**src/hdl/scgc_pkg.sv**
```systemverilog
// Shared types, constants and arithmetic helpers for the stereo matching cost block.
package scgc_pkg;

  // Default sizing
  localparam int DEF_MAX_ROW_WIDTH   = 4096;
  localparam int DEF_MAX_DISPARITIES = 32;

  // Configuration port
  localparam int CFG_IDX_W  = 2;
  localparam int CFG_DATA_W = 13;
  localparam logic [CFG_IDX_W-1:0] CFG_MIN_DISPARITY   = 2'd0;
  localparam logic [CFG_IDX_W-1:0] CFG_DISPARITY_COUNT = 2'd1;
  localparam logic [CFG_IDX_W-1:0] CFG_ROW_WIDTH       = 2'd2;

  localparam logic [11:0] RST_MIN_DISPARITY   = 12'd0;
  localparam logic [5:0]  RST_DISPARITY_COUNT = 6'd32;
  localparam logic [12:0] RST_ROW_WIDTH       = 13'd640;

  // Gray weights, Q10
  localparam int GRAY_WR = 306;
  localparam int GRAY_WG = 601;
  localparam int GRAY_WB = 117;
  localparam int GRAY_W  = 18;

  // Gradient offsets: 127.5 at the one-sided and two-sided scale
  localparam logic signed [19:0] GRAD_EDGE_OFS = 20'sd130560;
  localparam logic [19:0]        GRAD_MID_OFS  = 20'd261120;
  localparam logic [7:0]         GRAD_SINGLE   = 8'd127;

  // Cost caps
  localparam logic [9:0] COLOR_SUM_CAP  = 10'd30;
  localparam logic [7:0] COLOR_COST_CAP = 8'd170;
  localparam logic [7:0] GRAD_DIFF_CAP  = 8'd5;

  typedef struct packed {
    logic [7:0] blue;
    logic [7:0] green;
    logic [7:0] red;
  } scgc_rgb_t;

  // One row store word: target color and its x-gradient
  typedef struct packed {
    logic [7:0] grad;
    scgc_rgb_t  rgb;
  } scgc_entry_t;

  function automatic logic [GRAY_W-1:0] gray_q10(input scgc_rgb_t p);
    logic [GRAY_W-1:0] acc;
    acc = GRAY_W'(GRAY_WR) * GRAY_W'(p.red)
        + GRAY_W'(GRAY_WG) * GRAY_W'(p.green)
        + GRAY_W'(GRAY_WB) * GRAY_W'(p.blue);
    return acc;
  endfunction

  // One-sided gradient at a row end, saturated to 0..255
  function automatic logic [7:0] grad_edge(input logic [GRAY_W-1:0] a,
                                           input logic [GRAY_W-1:0] b);
    logic signed [19:0] v;
    logic [9:0]         t;
    v = $signed({2'b00, b}) - $signed({2'b00, a}) + GRAD_EDGE_OFS;
    t = v[19:10];
    if (v < 0) begin
      return 8'd0;
    end else if (t > 10'd255) begin
      return 8'd255;
    end else begin
      return t[7:0];
    end
  endfunction

  // Central gradient, always inside 0..255
  function automatic logic [7:0] grad_mid(input logic [GRAY_W-1:0] prev,
                                          input logic [GRAY_W-1:0] next);
    logic [19:0] t;
    t = {2'b00, next} + GRAD_MID_OFS - {2'b00, prev};
    return t[18:11];
  endfunction

  // floor(17 * s / 3) for a color difference sum below the cap
  function automatic logic [7:0] color_cost(input logic [4:0] s);
    logic [7:0] c;
    case (s)
      5'd0:  c = 8'd0;
      5'd1:  c = 8'd5;
      5'd2:  c = 8'd11;
      5'd3:  c = 8'd17;
      5'd4:  c = 8'd22;
      5'd5:  c = 8'd28;
      5'd6:  c = 8'd34;
      5'd7:  c = 8'd39;
      5'd8:  c = 8'd45;
      5'd9:  c = 8'd51;
      5'd10: c = 8'd56;
      5'd11: c = 8'd62;
      5'd12: c = 8'd68;
      5'd13: c = 8'd73;
      5'd14: c = 8'd79;
      5'd15: c = 8'd85;
      5'd16: c = 8'd90;
      5'd17: c = 8'd96;
      5'd18: c = 8'd102;
      5'd19: c = 8'd107;
      5'd20: c = 8'd113;
      5'd21: c = 8'd119;
      5'd22: c = 8'd124;
      5'd23: c = 8'd130;
      5'd24: c = 8'd136;
      5'd25: c = 8'd141;
      5'd26: c = 8'd147;
      5'd27: c = 8'd153;
      5'd28: c = 8'd158;
      5'd29: c = 8'd164;
      default: c = COLOR_COST_CAP;
    endcase
    return c;
  endfunction

endpackage

```
**src/hdl/scgc_cost.sv**
```systemverilog
// Shared cost unit: truncated color difference plus truncated gradient difference.
module scgc_cost (
  input  scgc_pkg::scgc_rgb_t   ref_rgb,
  input  logic [7:0]            ref_grad,
  input  scgc_pkg::scgc_entry_t entry,
  output logic [7:0]            cost
);

  logic [7:0] diff_r;
  logic [7:0] diff_g;
  logic [7:0] diff_b;
  logic [7:0] diff_grad;
  logic [9:0] color_sum;
  logic [2:0] grad_term;
  logic [7:0] color_term;

  // Absolute channel and gradient differences, and the color difference sum
  always_comb begin
    diff_r    = (ref_rgb.red > entry.rgb.red) ? ref_rgb.red - entry.rgb.red
                                              : entry.rgb.red - ref_rgb.red;
    diff_g    = (ref_rgb.green > entry.rgb.green) ? ref_rgb.green - entry.rgb.green
                                                  : entry.rgb.green - ref_rgb.green;
    diff_b    = (ref_rgb.blue > entry.rgb.blue) ? ref_rgb.blue - entry.rgb.blue
                                                : entry.rgb.blue - ref_rgb.blue;
    diff_grad = (ref_grad > entry.grad) ? ref_grad - entry.grad : entry.grad - ref_grad;
    color_sum = 10'(diff_r) + 10'(diff_g) + 10'(diff_b);
  end

  // Cap both terms; the 17/3 scale of the color term comes from a table
  always_comb begin
    if (diff_grad > scgc_pkg::GRAD_DIFF_CAP) begin
      grad_term = 3'(scgc_pkg::GRAD_DIFF_CAP);
    end else begin
      grad_term = diff_grad[2:0];
    end
    if (color_sum >= scgc_pkg::COLOR_SUM_CAP) begin
      color_term = scgc_pkg::COLOR_COST_CAP;
    end else begin
      color_term = scgc_pkg::color_cost(color_sum[4:0]);
    end
    cost = color_term + {1'b0, grad_term, 4'b0000} + 8'(grad_term);
  end

endmodule

```
**config.mk**
```make
export PLATFORM = sky130hd
export DESIGN_NAME = scgc_cost
export DESIGN_NICKNAME = d
export VERILOG_FILES = /design/src/hdl/scgc_pkg.sv /design/src/hdl/scgc_cost.sv
export SDC_FILE = /design/constraint.sdc
export NUM_CORES = 1
export LEC_CHECK = 0
export ABC_AREA = 1
export BUFFER_PORTS_ARGS = -buffer_cell sky130_fd_sc_hd__buf_2
export CORE_MARGIN = 8
export CORE_UTILIZATION = 65
export DETAILED_ROUTE_END_ITERATION = 8
export PLACE_DENSITY_LB_ADDON = 0.08
export REMOVE_ABC_BUFFERS = 1
export SYNTH_ARGS = -nofsm -noshare
export SYNTH_HDL_FRONTEND = slang
export SYNTH_SLANG_ARGS = --single-unit
```
**constraint.sdc**
```tcl
create_clock -name vclk -period 16.7
set_input_delay 4.175 -clock vclk [all_inputs]
set_output_delay 4.175 -clock vclk [all_outputs]
set_load 0.02 [all_outputs]
```
==> impl_metrics.json <==
{
  "routed_via_density": 5.27,
  "drive_gt1_share_pct": 11.3,
  "clock_power_share_pct": 0,
  "antenna_found_initial": 0,
  "cp-start-kind": "primary input",
  "clock_buffers": 0,
  "dieWidth_um": 97.0,
  "placementRows": 29,
  "fmax_mhz": 73.7,
  "cts_resized": 0,
  "critPathCaptureType": "primary output",
  "wire_per_inst_um": 11.6,
  "seqCellArea_um2": 0,
  "drt_pre_antenna_iters": 5,
  "ant_nets": 0,
  "place_congestion": 0.970,
  "period_share_pct": 81.2,
  "setup_viol": 0,
  "setup_slack_ps": 3130,
  "seq_cell_count": 0,
  "detailed_place_hpwl_um": 8890,
  "fin_area_um2": 4650,
  "p_per_area_nw_per_um2": 111,
  "vias": 4493,
  "cap_viol_max_count": 0,
  "dpl_worst_slack_ps": 3180,
  "swShare_pct": 64.9,
  "grt_usage_pct": 20.4,
  "tightest_slew_ps": 510,
  "fp.dieH_um": 97.0,
  "port_buffers": 72,
  "cp_slowest_cell": "fa_1",
  "antenna-diode-count": 0,
  "worstHoldStart": "entry[24]",
  "power_switching_uw": 334,
  "grt_max_degree": 18,
  "critPathKind": "primary input to primary output",
  "io_pins": 72,
  "die_area_um2": 9410,
  "overflow": 0,
  "syn_avg_cell_area_um2": 5.94,
  "final_nets": 941,
  "syn_inst": 718,
  "tns_ps": 0,
  "p_leak_uw": 0.00290,
  "outcome": "completed",
  "drtIter0Drc": 166,
  "core_area_um2": 6350,
  "timing.slew.headroom_pct": 66.0,
  "drc": 0,
  "grt_pass1_wl_um": 17700,
  "yosysWarnings": 0,
  "pwr-share-comb_pct": 100.0,
  "min_period_ps": 13570,
  "pwr-share-seq_pct": 0,
  "cp.arrival_ps": 9390,
  "slowest_delay_ps": 810,
  "hold_viol_final": 0,
  "ir_drop_uv": 155,
  "critPathMostFrequentCell": "nand2_1",
  "ctsHoldBuffers": 0,
  "min_path_cells": 5,
  "hold_path.class": "primary input to primary output",
  "post-route-util_pct": 73.2,
  "start_util_pct": 67.2,
  "yosysSeqAreaShare_pct": 0,
  "path_max_fanout": 17,
  "grt_pass1_vias": 4381,
  "post_dp_cell_area_um2": 4650,
  "syn_to_final_growth_pct": 8.98,
  "synth_area_um2": 4260,
  "drv_slew": 0,
  "wl_um": 9900,
  "required_ps": 12520,
  "internal_power_uw": 181,
  "min_to": "cost[0]",
  "rsz0062_at_grt": "false",
  "postCtsSetupBuffers": 0,
  "nFillCells": 572,
  "synth_cell_types": 43
}
-- power groups by stage --
stage                     registers (uW)  clock network [uW]  logic [uW]
final                                  0                   0         515
after global routing                   0                   0         594
after global placement                 0                   0         494
after floorplan                        0                   0         400
after CTS                              0                   0         513
after detailed placement               0                   0         510
-- worst max-delay path by stage --
stage                     from      end  depth (start not counted)
floorplan           ref_rgb[0]  cost[4]                         27
global placement    ref_rgb[0]  cost[7]                         31
detailed placement  ref_rgb[0]  cost[6]                         31
CTS                 ref_rgb[0]  cost[6]                         31
global route        ref_rgb[0]  cost[7]                         35
finish              ref_rgb[0]  cost[6]                         31
-- kinds of logic after synthesis --
group,synth area share (%)
xor+xnor,5.75
buf+inv,16.1
compound gates,16.3
simple gates,29.6
fa+ha+maj,32.2
-- per-layer routing --
metal / vias to the layer above / GRT usage [%] / part of all wire (%)
met5: - / 0 / 0
met4: 0 / 1.89 / 0.58
met3: 6 / 1.92 / 4.7
met2: 120 / 38.2 / 50
met1: 2008 / 24.9 / 45
li1: 2359 / - / -
-- critical path: cells and delay by family --
| family | cells | cell delay [ps] |
|---|---|---|
| adders and majority gates | 7 | 2470 |
| AOI/OAI and AO/OA | 5 | 750 |
| buffers and inverters | 8 | 860 |
| and+or+nand+nor | 11 | 1150 |
-- final cells by class --
type               instances  area [um2]  share of cell area (%)
repair buffers            72         360                    7.75
inverters                163         614                    13.2
well taps                 77        96.3                    2.07
multi-input cells        541        3580                    77.0
-- metrics by stage --
stage,hold slack (ps),std cells,power [uW]
2_1_floorplan,8910,704,400
3_3_place_gp,9140,853,494
3_5_place_dp,9140,853,510
4_1_cts,9140,853,513
5_1_grt,9170,853,594
6_report,9130,853,515
-- synthesized netlist by cell type, types with 7 or more instances --
| library cell | n | area [um2] |
|---|---|---|
| nand2_1 | 190 | 713 |
| inv_1 | 160 | 601 |
| ha_1 | 81 | 1010 |
| nor2_1 | 46 | 173 |
| a21oi_1 | 41 | 205 |
| o21ai_0 | 33 | 165 |
| nand3_1 | 29 | 145 |
| fa_1 | 18 | 360 |
| xor2_1 | 18 | 158 |
| xnor2_1 | 10 | 87.6 |
| buf_2 | 9 | 45.0 |
| o21ai_1 | 8 | 40.0 |
| a21o_1 | 7 | 52.6 |
| nand4_1 | 7 | 43.8 |
-- cells in the final DEF, fill, tap and decap left out, types with 7 or more instances in the layout --
| cell type | n |
|---|---|
| a21o_1 | 7 |
| a21oi_1 | 41 |
| buf_2 | 72 |
| fa_1 | 18 |
| ha_1 | 81 |
| inv_1 | 160 |
| nand2_1 | 190 |
| nand3_1 | 29 |
| nand4_1 | 7 |
| nor2_1 | 46 |
| o21ai_0 | 33 |
| o21ai_1 | 8 |
| xnor2_1 | 10 |
| xor2_1 | 18 |
Note: power is estimated with default switching activity, not from simulation.
